$ cat config.mk
export PLATFORM = sky130hd
export DESIGN_NAME = sorted_set_merge_engine_top_flat
export DESIGN_NICKNAME = d
export VERILOG_FILES = /design/src/sv/ssme_pkg.sv /design/src/sv/ssme_if.sv /design/src/sv/ssme_ram.sv /design/src/sv/ssme_ctrl.sv /design/src/sv/sorted_set_merge_engine_top.sv /design/src/flat_wrapper.sv
export SDC_FILE = /design/constraint.sdc
export NUM_CORES = 2
export LEC_CHECK = 0
export BUFFER_PORTS_ARGS = -buffer_cell sky130_fd_sc_hd__buf_2
export CAP_MARGIN = 25
export CORE_MARGIN = 2
export CORE_UTILIZATION = 65
export DETAILED_ROUTE_END_ITERATION = 16
export PLACE_DENSITY = 0.84
export SYNTH_ARGS = -nofsm -noshare
export SYNTH_HDL_FRONTEND = slang
export SYNTH_HIERARCHICAL = 1
export SYNTH_SLANG_ARGS = --single-unit
$ cat constraint.sdc
create_clock -name clock -period 9.9 [get_ports clock]
set_clock_uncertainty 0.2 [all_clocks]
set_input_delay 1.98 -clock clock [delete_from_list [all_inputs] [get_ports clock]]
set_output_delay 1.98 -clock clock [all_outputs]
set_load 0.02 [all_outputs]
$ cat src/sv/ssme_pkg.sv
// Package for the sorted set merge engine: command and status codes,
// the result word type and shared constants. No dependencies.
package ssme_pkg;

   localparam int DEF_SET_CAPACITY = 16;
   localparam int MAX_RESULTS      = 32;
   localparam int RES_CNT_W        = $clog2(MAX_RESULTS + 1);

   typedef logic [2:0]         kind_type;
   typedef logic [2:0]         status_type;
   typedef logic signed [31:0] elem_type;

   // command codes
   localparam kind_type KIND_INS_A = 3'd0;
   localparam kind_type KIND_INS_B = 3'd1;
   localparam kind_type KIND_CLEAR = 3'd2;
   localparam kind_type KIND_UNION = 3'd3;
   localparam kind_type KIND_DIFF  = 3'd4;
   localparam kind_type KIND_ISECT = 3'd5;

   // result status codes
   localparam status_type ST_ELEMENT   = 3'd0;
   localparam status_type ST_INSERTED  = 3'd1;
   localparam status_type ST_DUPLICATE = 3'd2;
   localparam status_type ST_FULL      = 3'd3;
   localparam status_type ST_EMPTY     = 3'd4;

   typedef struct packed {
      elem_type   element;
      status_type status;
      logic       last;
   } rsp_word_type;

endpackage

$ cat src/sv/ssme_if.sv
// Valid/ready channel interfaces for command and result words.
// Depends on ssme_pkg.
interface ssme_req_if;
   import ssme_pkg::*;
   logic     valid;
   logic     ready;
   kind_type kind;
   elem_type value;
   modport source (output valid, output kind, output value, input ready);
   modport sink (input valid, input kind, input value, output ready);
endinterface

interface ssme_rsp_if;
   import ssme_pkg::*;
   logic       valid;
   logic       ready;
   elem_type   element;
   status_type status;
   logic       last;
   modport source (output valid, output element, output status, output last, input ready);
   modport sink (input valid, input element, input status, input last, output ready);
endinterface

$ cat src/sv/ssme_ram.sv
// Generic single-port-write, single-port-read RAM with registered read data.
// No dependencies.
module ssme_ram #(
   parameter int WIDTH = 32,
   parameter int DEPTH = 16,
   localparam int ADDR_W = (DEPTH > 1) ? $clog2(DEPTH) : 1
) (
   input  logic              clock,
   input  logic              wr_en,
   input  logic [ADDR_W-1:0] wr_addr,
   input  logic [WIDTH-1:0]  wr_data,
   input  logic [ADDR_W-1:0] rd_addr,
   output logic [WIDTH-1:0]  rd_data
);

   logic [WIDTH-1:0] mem_ff [DEPTH];
   logic [WIDTH-1:0] rd_data_ff;

   always_ff @(posedge clock) begin
      if (wr_en) begin
         mem_ff[wr_addr] <= wr_data;
      end
      rd_data_ff <= mem_ff[rd_addr];
   end

   assign rd_data = rd_data_ff;

endmodule

$ cat src/sv/ssme_ctrl.sv
// Sequencer for sorted insert, clear and merge walks over the two set RAMs.
// Depends on ssme_pkg; drives the RAM ports and the result register.
module ssme_ctrl #(
   parameter int SET_CAPACITY = ssme_pkg::DEF_SET_CAPACITY,
   localparam int IDX_W = $clog2(SET_CAPACITY),
   localparam int CNT_W = $clog2(SET_CAPACITY + 1)
) (
   input  logic                   clock,
   input  logic                   reset,
   input  logic                   req_valid,
   input  ssme_pkg::kind_type     req_kind,
   input  ssme_pkg::elem_type     req_value,
   output logic                   req_ready,
   input  logic                   out_free,
   output logic                   push_valid,
   output ssme_pkg::rsp_word_type push_word,
   output logic                   a_wr_en,
   output logic                   b_wr_en,
   output logic [IDX_W-1:0]       wr_addr,
   output logic [31:0]            wr_data,
   output logic [IDX_W-1:0]       a_rd_addr,
   output logic [IDX_W-1:0]       b_rd_addr,
   input  logic [31:0]            a_rd_data,
   input  logic [31:0]            b_rd_data
);
   import ssme_pkg::*;

   typedef enum logic [3:0] {
      S_IDLE, S_SRCH_RD, S_SRCH_CMP, S_SHIFT_RD, S_SHIFT_WR, S_PLACE,
      S_REPORT, S_MRG_RD, S_MRG_CMP, S_MRG_END
   } state_type;

   localparam logic [CNT_W-1:0] CAP     = CNT_W'(SET_CAPACITY);
   localparam logic [CNT_W-1:0] CNT_ONE = CNT_W'(1);

   state_type              state_ff, state_in;
   logic                   sel_b_ff, sel_b_in;
   kind_type               kind_ff, kind_in;
   elem_type               value_ff, value_in;
   status_type             status_ff, status_in;
   logic [CNT_W-1:0]       count_a_ff, count_a_in;
   logic [CNT_W-1:0]       count_b_ff, count_b_in;
   logic [CNT_W-1:0]       pos_ff, pos_in;
   logic [IDX_W-1:0]       idx_ff, idx_in;
   logic [CNT_W-1:0]       ia_ff, ia_in;
   logic [CNT_W-1:0]       ib_ff, ib_in;
   logic [RES_CNT_W-1:0]   res_cnt_ff, res_cnt_in;
   logic                   pend_valid_ff, pend_valid_in;
   elem_type               pend_ff, pend_in;

   logic [CNT_W-1:0] tcnt;
   logic [CNT_W-1:0] pos_nx;
   logic [31:0]      t_rdata;
   logic             merging;
   logic             a_ok, b_ok, take_a, take_b, emit_now;
   elem_type         emit_val;
   logic [IDX_W-1:0] ins_addr;

   assign tcnt    = sel_b_ff ? count_b_ff : count_a_ff;
   assign t_rdata = sel_b_ff ? b_rd_data : a_rd_data;
   assign pos_nx  = pos_ff + CNT_ONE;
   assign merging = (state_ff == S_MRG_RD) || (state_ff == S_MRG_CMP) ||
                    (state_ff == S_MRG_END);

   assign ins_addr  = ((state_ff == S_SHIFT_RD) || (state_ff == S_SHIFT_WR)) ?
                      idx_ff : pos_ff[IDX_W-1:0];
   assign a_rd_addr = merging ? ia_ff[IDX_W-1:0] : ins_addr;
   assign b_rd_addr = merging ? ib_ff[IDX_W-1:0] : ins_addr;

   assign wr_addr = (state_ff == S_SHIFT_WR) ? idx_ff + IDX_W'(1) : pos_ff[IDX_W-1:0];
   assign wr_data = (state_ff == S_SHIFT_WR) ? t_rdata : value_ff;
   assign a_wr_en = !sel_b_ff && ((state_ff == S_SHIFT_WR) || (state_ff == S_PLACE));
   assign b_wr_en = sel_b_ff && ((state_ff == S_SHIFT_WR) || (state_ff == S_PLACE));

   assign req_ready = (state_ff == S_IDLE);

   // merge step decision
   always_comb begin
      a_ok   = ia_ff < count_a_ff;
      b_ok   = ib_ff < count_b_ff;
      take_a = a_ok && (!b_ok || ($signed(a_rd_data) <= $signed(b_rd_data)));
      take_b = b_ok && (!a_ok || ($signed(b_rd_data) <= $signed(a_rd_data)));
      emit_val = $signed(a_rd_data);
      if (take_a && take_b) begin
         emit_now = (kind_ff == KIND_UNION) || (kind_ff == KIND_ISECT);
      end else if (take_a) begin
         emit_now = (kind_ff == KIND_UNION) || (kind_ff == KIND_DIFF);
      end else begin
         emit_now = (kind_ff == KIND_UNION);
         emit_val = $signed(b_rd_data);
      end
   end

   always_comb begin
      state_in      = state_ff;
      sel_b_in      = sel_b_ff;
      kind_in       = kind_ff;
      value_in      = value_ff;
      status_in     = status_ff;
      count_a_in    = count_a_ff;
      count_b_in    = count_b_ff;
      pos_in        = pos_ff;
      idx_in        = idx_ff;
      ia_in         = ia_ff;
      ib_in         = ib_ff;
      res_cnt_in    = res_cnt_ff;
      pend_valid_in = pend_valid_ff;
      pend_in       = pend_ff;
      push_valid    = 1'b0;
      push_word     = '{element: '0, status: ST_ELEMENT, last: 1'b0};

      case (state_ff)
         S_IDLE: begin
            if (req_valid) begin
               kind_in  = req_kind;
               value_in = req_value;
               case (req_kind)
                  KIND_INS_A, KIND_INS_B: begin
                     sel_b_in = (req_kind == KIND_INS_B);
                     pos_in   = '0;
                     if (((req_kind == KIND_INS_B) ? count_b_ff : count_a_ff) == '0) begin
                        state_in = S_PLACE;
                     end else begin
                        state_in = S_SRCH_RD;
                     end
                  end
                  KIND_CLEAR: begin
                     count_a_in = '0;
                     count_b_in = '0;
                     status_in  = ST_EMPTY;
                     state_in   = S_REPORT;
                  end
                  KIND_UNION, KIND_DIFF, KIND_ISECT: begin
                     ia_in         = '0;
                     ib_in         = '0;
                     res_cnt_in    = '0;
                     pend_valid_in = 1'b0;
                     state_in      = S_MRG_RD;
                  end
                  default: begin
                     // unused codes: drop the word
                     state_in = S_IDLE;
                  end
               endcase
            end
         end
         S_SRCH_RD: begin
            state_in = S_SRCH_CMP;
         end
         S_SRCH_CMP: begin
            if ($signed(t_rdata) < value_ff) begin
               pos_in = pos_nx;
               if (pos_nx == tcnt) begin
                  if (tcnt == CAP) begin
                     status_in = ST_FULL;
                     state_in  = S_REPORT;
                  end else begin
                     state_in = S_PLACE;
                  end
               end else begin
                  state_in = S_SRCH_RD;
               end
            end else if ($signed(t_rdata) == value_ff) begin
               status_in = ST_DUPLICATE;
               state_in  = S_REPORT;
            end else if (tcnt == CAP) begin
               status_in = ST_FULL;
               state_in  = S_REPORT;
            end else begin
               idx_in   = IDX_W'(tcnt - CNT_ONE);
               state_in = S_SHIFT_RD;
            end
         end
         S_SHIFT_RD: begin
            state_in = S_SHIFT_WR;
         end
         S_SHIFT_WR: begin
            // move one entry up, walking down to the insert position
            if (idx_ff == pos_ff[IDX_W-1:0]) begin
               state_in = S_PLACE;
            end else begin
               idx_in   = idx_ff - IDX_W'(1);
               state_in = S_SHIFT_RD;
            end
         end
         S_PLACE: begin
            if (sel_b_ff) begin
               count_b_in = count_b_ff + CNT_ONE;
            end else begin
               count_a_in = count_a_ff + CNT_ONE;
            end
            status_in = ST_INSERTED;
            state_in  = S_REPORT;
         end
         S_REPORT: begin
            if (out_free) begin
               push_valid = 1'b1;
               push_word  = '{element: '0, status: status_ff, last: 1'b1};
               state_in   = S_IDLE;
            end
         end
         S_MRG_RD: begin
            if ((!(ia_ff < count_a_ff) && !(ib_ff < count_b_ff)) ||
                (res_cnt_ff == RES_CNT_W'(MAX_RESULTS))) begin
               state_in = S_MRG_END;
            end else begin
               state_in = S_MRG_CMP;
            end
         end
         S_MRG_CMP: begin
            // hold while the previous element cannot leave
            if (!(emit_now && pend_valid_ff && !out_free)) begin
               if (emit_now) begin
                  if (pend_valid_ff) begin
                     push_valid = 1'b1;
                     push_word  = '{element: pend_ff, status: ST_ELEMENT, last: 1'b0};
                  end
                  pend_in       = emit_val;
                  pend_valid_in = 1'b1;
                  res_cnt_in    = res_cnt_ff + RES_CNT_W'(1);
               end
               ia_in    = ia_ff + {{(CNT_W-1){1'b0}}, take_a};
               ib_in    = ib_ff + {{(CNT_W-1){1'b0}}, take_b};
               state_in = S_MRG_RD;
            end
         end
         S_MRG_END: begin
            if (out_free) begin
               push_valid = 1'b1;
               if (pend_valid_ff) begin
                  push_word = '{element: pend_ff, status: ST_ELEMENT, last: 1'b1};
               end else begin
                  push_word = '{element: '0, status: ST_EMPTY, last: 1'b1};
               end
               pend_valid_in = 1'b0;
               state_in      = S_IDLE;
            end
         end
         default: begin
            state_in = S_IDLE;
         end
      endcase
   end

   always_ff @(posedge clock) begin
      if (reset) begin
         state_ff      <= S_IDLE;
         count_a_ff    <= '0;
         count_b_ff    <= '0;
         pend_valid_ff <= 1'b0;
      end else begin
         state_ff      <= state_in;
         count_a_ff    <= count_a_in;
         count_b_ff    <= count_b_in;
         pend_valid_ff <= pend_valid_in;
      end
      sel_b_ff   <= sel_b_in;
      kind_ff    <= kind_in;
      value_ff   <= value_in;
      status_ff  <= status_in;
      pos_ff     <= pos_in;
      idx_ff     <= idx_in;
      ia_ff      <= ia_in;
      ib_ff      <= ib_in;
      res_cnt_ff <= res_cnt_in;
      pend_ff    <= pend_in;
   end

endmodule

$ cat src/sv/sorted_set_merge_engine_top.sv
// Sorted set merge engine: sets A and B in two RAMs with registered reads.
// Insert scans the target set for the position, shifts larger entries up
// and places the value; clear empties both sets; merge walks both stores
// a step at a time. One command in flight; the single RAM read port
// per set sets the step time. The result register lets the sequencer finish
// while the last word waits. Reset empties both sets; RAM contents are kept.
module sorted_set_merge_engine_top #(
   parameter int SET_CAPACITY = ssme_pkg::DEF_SET_CAPACITY
) (
   input logic         clock,
   input logic         reset,
   ssme_req_if.sink    req_ch,
   ssme_rsp_if.source  rsp_ch
);
   import ssme_pkg::*;

   localparam int IDX_W = $clog2(SET_CAPACITY);

   logic             push_valid;
   rsp_word_type     push_word;
   logic             out_free;
   logic             ready;
   logic             a_wr_en, b_wr_en;
   logic [IDX_W-1:0] wr_addr, a_rd_addr, b_rd_addr;
   logic [31:0]      wr_data, a_rd_data, b_rd_data;
   logic             rsp_valid_ff, rsp_valid_in;
   rsp_word_type     rsp_word_ff, rsp_word_in;

   ssme_ctrl #(.SET_CAPACITY(SET_CAPACITY)) u_ctrl (
      .clock      (clock),
      .reset      (reset),
      .req_valid  (req_ch.valid),
      .req_kind   (req_ch.kind),
      .req_value  (req_ch.value),
      .req_ready  (ready),
      .out_free   (out_free),
      .push_valid (push_valid),
      .push_word  (push_word),
      .a_wr_en    (a_wr_en),
      .b_wr_en    (b_wr_en),
      .wr_addr    (wr_addr),
      .wr_data    (wr_data),
      .a_rd_addr  (a_rd_addr),
      .b_rd_addr  (b_rd_addr),
      .a_rd_data  (a_rd_data),
      .b_rd_data  (b_rd_data)
   );

   ssme_ram #(.WIDTH(32), .DEPTH(SET_CAPACITY)) u_ram_a (
      .clock   (clock),
      .wr_en   (a_wr_en),
      .wr_addr (wr_addr),
      .wr_data (wr_data),
      .rd_addr (a_rd_addr),
      .rd_data (a_rd_data)
   );

   ssme_ram #(.WIDTH(32), .DEPTH(SET_CAPACITY)) u_ram_b (
      .clock   (clock),
      .wr_en   (b_wr_en),
      .wr_addr (wr_addr),
      .wr_data (wr_data),
      .rd_addr (b_rd_addr),
      .rd_data (b_rd_data)
   );

   assign req_ch.ready = ready;

   // result register: take a new word when empty or being drained
   assign out_free = !rsp_valid_ff || rsp_ch.ready;

   always_comb begin
      rsp_valid_in = rsp_valid_ff;
      rsp_word_in  = rsp_word_ff;
      if (push_valid) begin
         rsp_valid_in = 1'b1;
         rsp_word_in  = push_word;
      end else if (rsp_ch.ready) begin
         rsp_valid_in = 1'b0;
      end
   end

   always_ff @(posedge clock) begin
      if (reset) begin
         rsp_valid_ff <= 1'b0;
      end else begin
         rsp_valid_ff <= rsp_valid_in;
      end
      rsp_word_ff <= rsp_word_in;
   end

   assign rsp_ch.valid   = rsp_valid_ff;
   assign rsp_ch.element = rsp_word_ff.element;
   assign rsp_ch.status  = rsp_word_ff.status;
   assign rsp_ch.last    = rsp_word_ff.last;

endmodule
$ cat src/flat_wrapper.sv
// flat-port wrapper written by rule: the top's interface ports become plain ports
module sorted_set_merge_engine_top_flat import ssme_pkg::*;
#(
   parameter int SET_CAPACITY = ssme_pkg::DEF_SET_CAPACITY
)
  (clock, reset, req_ch_valid, req_ch_kind, req_ch_value, req_ch_ready, rsp_ch_valid, rsp_ch_element, rsp_ch_status, rsp_ch_last, rsp_ch_ready);
  ssme_req_if req_ch_i ();
  ssme_rsp_if rsp_ch_i ();
  input logic clock;
  input logic reset;
  input wire logic [$bits(req_ch_i.valid)-1:0] req_ch_valid;
  input wire logic [$bits(req_ch_i.kind)-1:0] req_ch_kind;
  input wire logic [$bits(req_ch_i.value)-1:0] req_ch_value;
  output wire logic [$bits(req_ch_i.ready)-1:0] req_ch_ready;
  output wire logic [$bits(rsp_ch_i.valid)-1:0] rsp_ch_valid;
  output wire logic [$bits(rsp_ch_i.element)-1:0] rsp_ch_element;
  output wire logic [$bits(rsp_ch_i.status)-1:0] rsp_ch_status;
  output wire logic [$bits(rsp_ch_i.last)-1:0] rsp_ch_last;
  input wire logic [$bits(rsp_ch_i.ready)-1:0] rsp_ch_ready;
  assign req_ch_i.valid = req_ch_valid;
  assign req_ch_i.kind = req_ch_kind;
  assign req_ch_i.value = req_ch_value;
  assign req_ch_ready = req_ch_i.ready;
  assign rsp_ch_valid = rsp_ch_i.valid;
  assign rsp_ch_element = rsp_ch_i.element;
  assign rsp_ch_status = rsp_ch_i.status;
  assign rsp_ch_last = rsp_ch_i.last;
  assign rsp_ch_i.ready = rsp_ch_ready;
  sorted_set_merge_engine_top #(.SET_CAPACITY(SET_CAPACITY)) u_core (.clock(clock), .reset(reset), .req_ch(req_ch_i), .rsp_ch(rsp_ch_i));
endmodule
==> results_dict.tcl <==
set metrics [dict create \
    outcome "complete, no violations" \
    dieArea_um2 77450 \
    postCtsSetupRepairBufs 0 \
    cts_buffers 114 \
    fp.coreArea_um2 74450 \
    syn2layout_area_growth_pct 12.75 \
    viasPerCell 7.133 \
    tightestPinTransition_ps 1193 \
    cts_resized 0 \
    final-setup-viol-count 0 \
    layout.cells.most_common_list "edfxtp_1 (1156), mux4_2 (256), nand2_1 (183)" \
    period_minus_slack_ps 5326 \
    globalRouteTotalUtil_pct 32.78 \
    path_buf_inv 1 \
    grt.overflow.total 0 \
    dp_hpwl_um 66800 \
    antenna_violations_before_repair 8 \
    routed_wl_um 127900 \
    power.density_nw_per_um2 314.1 \
    die_width_um 278.3 \
    critical_path_required_ps 10070 \
    tritoncts "yes" \
    crit_path_max_fanout 74 \
    avgRoutedWirePerCell_um 33.32 \
    cp-start-kind "register" \
    critical_path.slowest_cell "buf_4" \
    fin_nets 2893 \
    worst_setup_path_endpoint "u_core/u_ctrl/status_ff[2]$_DFFE_PP_" \
    synth_enable_flop_cells 1156 \
    first_pass_grt_wire_length_um 182100 \
    yosys_warnings 6 \
    drc_violation_count_after_routing 0 \
    timing_hold_violations_final 0 \
    synth_top_area_cell "edfxtp_1" \
    fraction_of_final_layout_cells_with_drive_strength_greater_than_1_pct 23.94 \
    hold_buffers 0 \
    clk_pin_slew_worst_paths_ps 60 \
    via_count 27384 \
    regToRegSetupSlack_ps 4570 \
    fillCellCount 3772 \
    commonest_non_fill_non_tap_cell_in_the_layout "edfxtp_1" \
    grt_setup_unrepaired "false" \
    antennaDiodeCount 0 \
    synthFlopType "edfxtp_1" \
    buffers_from_clock_root_to_sink_at_most 3 \
    top_family_by_delay_on_critical_path "compound AO/OA/AOI/OAI gates" \
    synth.net_count 2723 \
    grt_pass1_vias 27798 \
    die-height_um 278.3 \
    cts_root_buffer "clkbuf_16" \
    worst_slew_margin_pct 19.96 \
    fmaxAchievable_ghz 0.1878 \
    yosysUniqueCellTypes 67 \
    setup.worst_path.class "reg -> reg" \
    htree_levels 3 \
    worst_r2r_path_depth 13 \
    timing.final.max_slew_violations 0 \
    detail_route.iter0.violations 4609 \
    utilization_pct 74.07 \
    row_count 100 \
    gp_congestion 0.9205 \
    ios 77 \
    postSynthRegisterBits 1236 \
    async_flop_share_pct 0 \
    crit_path_start "u_core/u_ctrl/sel_b_ff$_DFFE_PP_" \
    class_of_the_tightest_hold_or_removal_check "reg -> reg" \
    insertion_delay_ps 700 \
    syn_avg_cell_area_um2 18.80 \
    crit-reg2reg-launch "u_core/u_ctrl/sel_b_ff$_DFFE_PP_" \
    number_of_routed_nets_with_antenna_violations 0 \
    buffer_ports.inserted 76 \
    delay_of_the_slowest_cell_on_the_worst_path_ps 630 \
    synth-seq-area-share_pct 74.26 \
    cellLeakagePower_nw 18.43 \
    drt_pre_antenna_iters 6 \
    maxCapViolations 0 \
    yosys-top-cells-area "edfxtp_1 (71%), mux4_2 (12%), dfxtp_1 (3.3%), ha_1 (2.1%), a22oi_1 (2.0%)" \
    timing.critical_path.cells "buf_4 > nand2_1 > o21ai_0 > ha_1 > a211oi_1 > nor2_1 > a2111oi_0 > a2bb2oi_1 > a211oi_1 > mux2_2 > o21ai_1 > a211o_1 > a21oi_1" \
    grt_start_max_net_pins 116 \
    arrival_ps 5500 \
    synth_area_um2 48900 \
    reg2reg_to "u_core/u_ctrl/status_ff[2]$_DFFE_PP_" \
    totalNegativeSetupSlack_ps 0 \
    total_number_of_clock_tree_sinks 1236 \
    yosysTopAreaCellShare_pct 70.98 \
    crit_path_frequent_cell "a211oi_1" \
    final_min_period_over_clock_period_pct 53.80 \
    gate_count_post_synth 2601 \
    endpoint_kind "register" \
    cp_num_cells 13 \
    vdd_ir_drop_max_mv 0.2493 \
    initial_core_util_pct 65.69 \
]
[kinds of logic after synthesis]
family                     share of synthesized area [%]
adders and majority gates                          2.124
buffers and inverters                              1.847
AOI/OAI and AO/OA                                  4.278
muxes                                              12.75
xor gates and xnor gates                          0.6422
and+or+nand+nor                                    4.096
DFF                                                74.26
[synthesized netlist by cell type (all sizes together), types with 3 or more instances]
cell type  count
edfxtp      1156
mux4         256
nand2        183
a22oi        128
o21ai         88
inv           87
ha            83
dfxtp         80
nor2          79
clkbuf        61
buf           58
a21oi         43
and2          42
mux2          33
nand3         31
nor3          22
xnor2         19
nor2b         17
xor2          16
and3          13
nand4         13
mux2i         10
o21a          10
nand2b         8
a211oi         6
nand3b         6
nor4           6
a21o           5
a31oi          4
o211ai         4
a221oi         3
or3            3
[power breakdown]
group	total (W)	internal [W]	switching, W
sequential	0.00715	0.00676	0.000390
clock	0.00441	0.00248	0.00193
combinational	0.00576	0.00223	0.00353
[registers in the layout, summed over array words and instances (netlist names), 4 cells and up]
register / count
u_core/u_ram_a/mem_ff: 512
u_core/u_ram_b/mem_ff: 512
u_core/rsp_ch.element: 32
u_core/u_ctrl/pend_ff: 32
u_core/u_ctrl/value_ff: 32
u_core/u_ram_a/rd_data: 32
u_core/u_ram_b/rd_data: 32
u_core/u_ctrl/res_cnt_ff: 6
u_core/u_ctrl/count_a_ff: 5
u_core/u_ctrl/count_b_ff: 5
u_core/u_ctrl/ia_ff: 5
u_core/u_ctrl/ib_ff: 5
u_core/u_ctrl/pos_ff: 5
u_core/u_ctrl/idx_ff: 4
u_core/u_ctrl/state_ff: 4
[through the flow]
| step | total power (W) | hold slack, ps | cells | instance area [µm²] | setup slack (ps) |
|---|---|---|---|---|---|
| 6_report | 0.01732 | 344.1 | 3839 | 55140 | 4574 |
| 5_1_grt | 0.01781 | 363.4 | 3839 | 55140 | 4513 |
| 4_1_cts | 0.01705 | 342.0 | 3822 | 54890 | 4862 |
| 3_5_place_dp | 0.01251 | 324.7 | 3607 | 51100 | 5014 |
| 3_3_place_gp | 0.01212 | 313.1 | 3589 | 50790 | 5203 |
| 2_1_floorplan | 0.01077 | 296.7 | 2601 | 48900 | 5085 |
[layer usage]
metal  global-route usage [%]  vias to the layer above  share of wire, %
met1                    42.83                    13626                33
met4                    17.21                       12               6.2
li1                         -                    10766                 -
met5                        0                        -             0.053
met2                    52.35                     2447                48
met3                    7.505                      533                12
[worst min-delay path by stage]
stage | from | to | slack, ps | depth (start not counted)
after CTS | u_core/u_ctrl/pend_ff[9]$_DFFE_PP_ | u_core/rsp_ch.element[9]$_DFFE_PP_ | 340 | 1
after global placement | u_core/u_ctrl/pend_ff[24]$_DFFE_PP_ | u_core/rsp_ch.element[24]$_DFFE_PP_ | 310 | 1
after floorplan | u_core/u_ctrl/pend_ff[0]$_DFFE_PP_ | u_core/rsp_ch.element[0]$_DFFE_PP_ | 300 | 1
after detailed placement | u_core/u_ctrl/pend_ff[23]$_DFFE_PP_ | u_core/rsp_ch.element[23]$_DFFE_PP_ | 320 | 1
after global routing | u_core/u_ctrl/pend_ff[17]$_DFFE_PP_ | u_core/rsp_ch.element[17]$_DFFE_PP_ | 360 | 1
final | u_core/u_ctrl/pend_ff[1]$_DFFE_PP_ | u_core/rsp_ch.element[1]$_DFFE_PP_ | 340 | 1
[area by class of cell]
class                   count  area, µm²  area share, %
well taps                 969       1212          2.199
repair buffers            173       1420          2.575
clock inverters            52      558.0          1.012
multi-input cells        1159      12080          21.91
clock buffers             163       3228          5.854
inverters                  87      326.6         0.5922
flip-flops and latches   1236      36310          65.86
No activity file was read; power rests on OpenSTA's default activity.
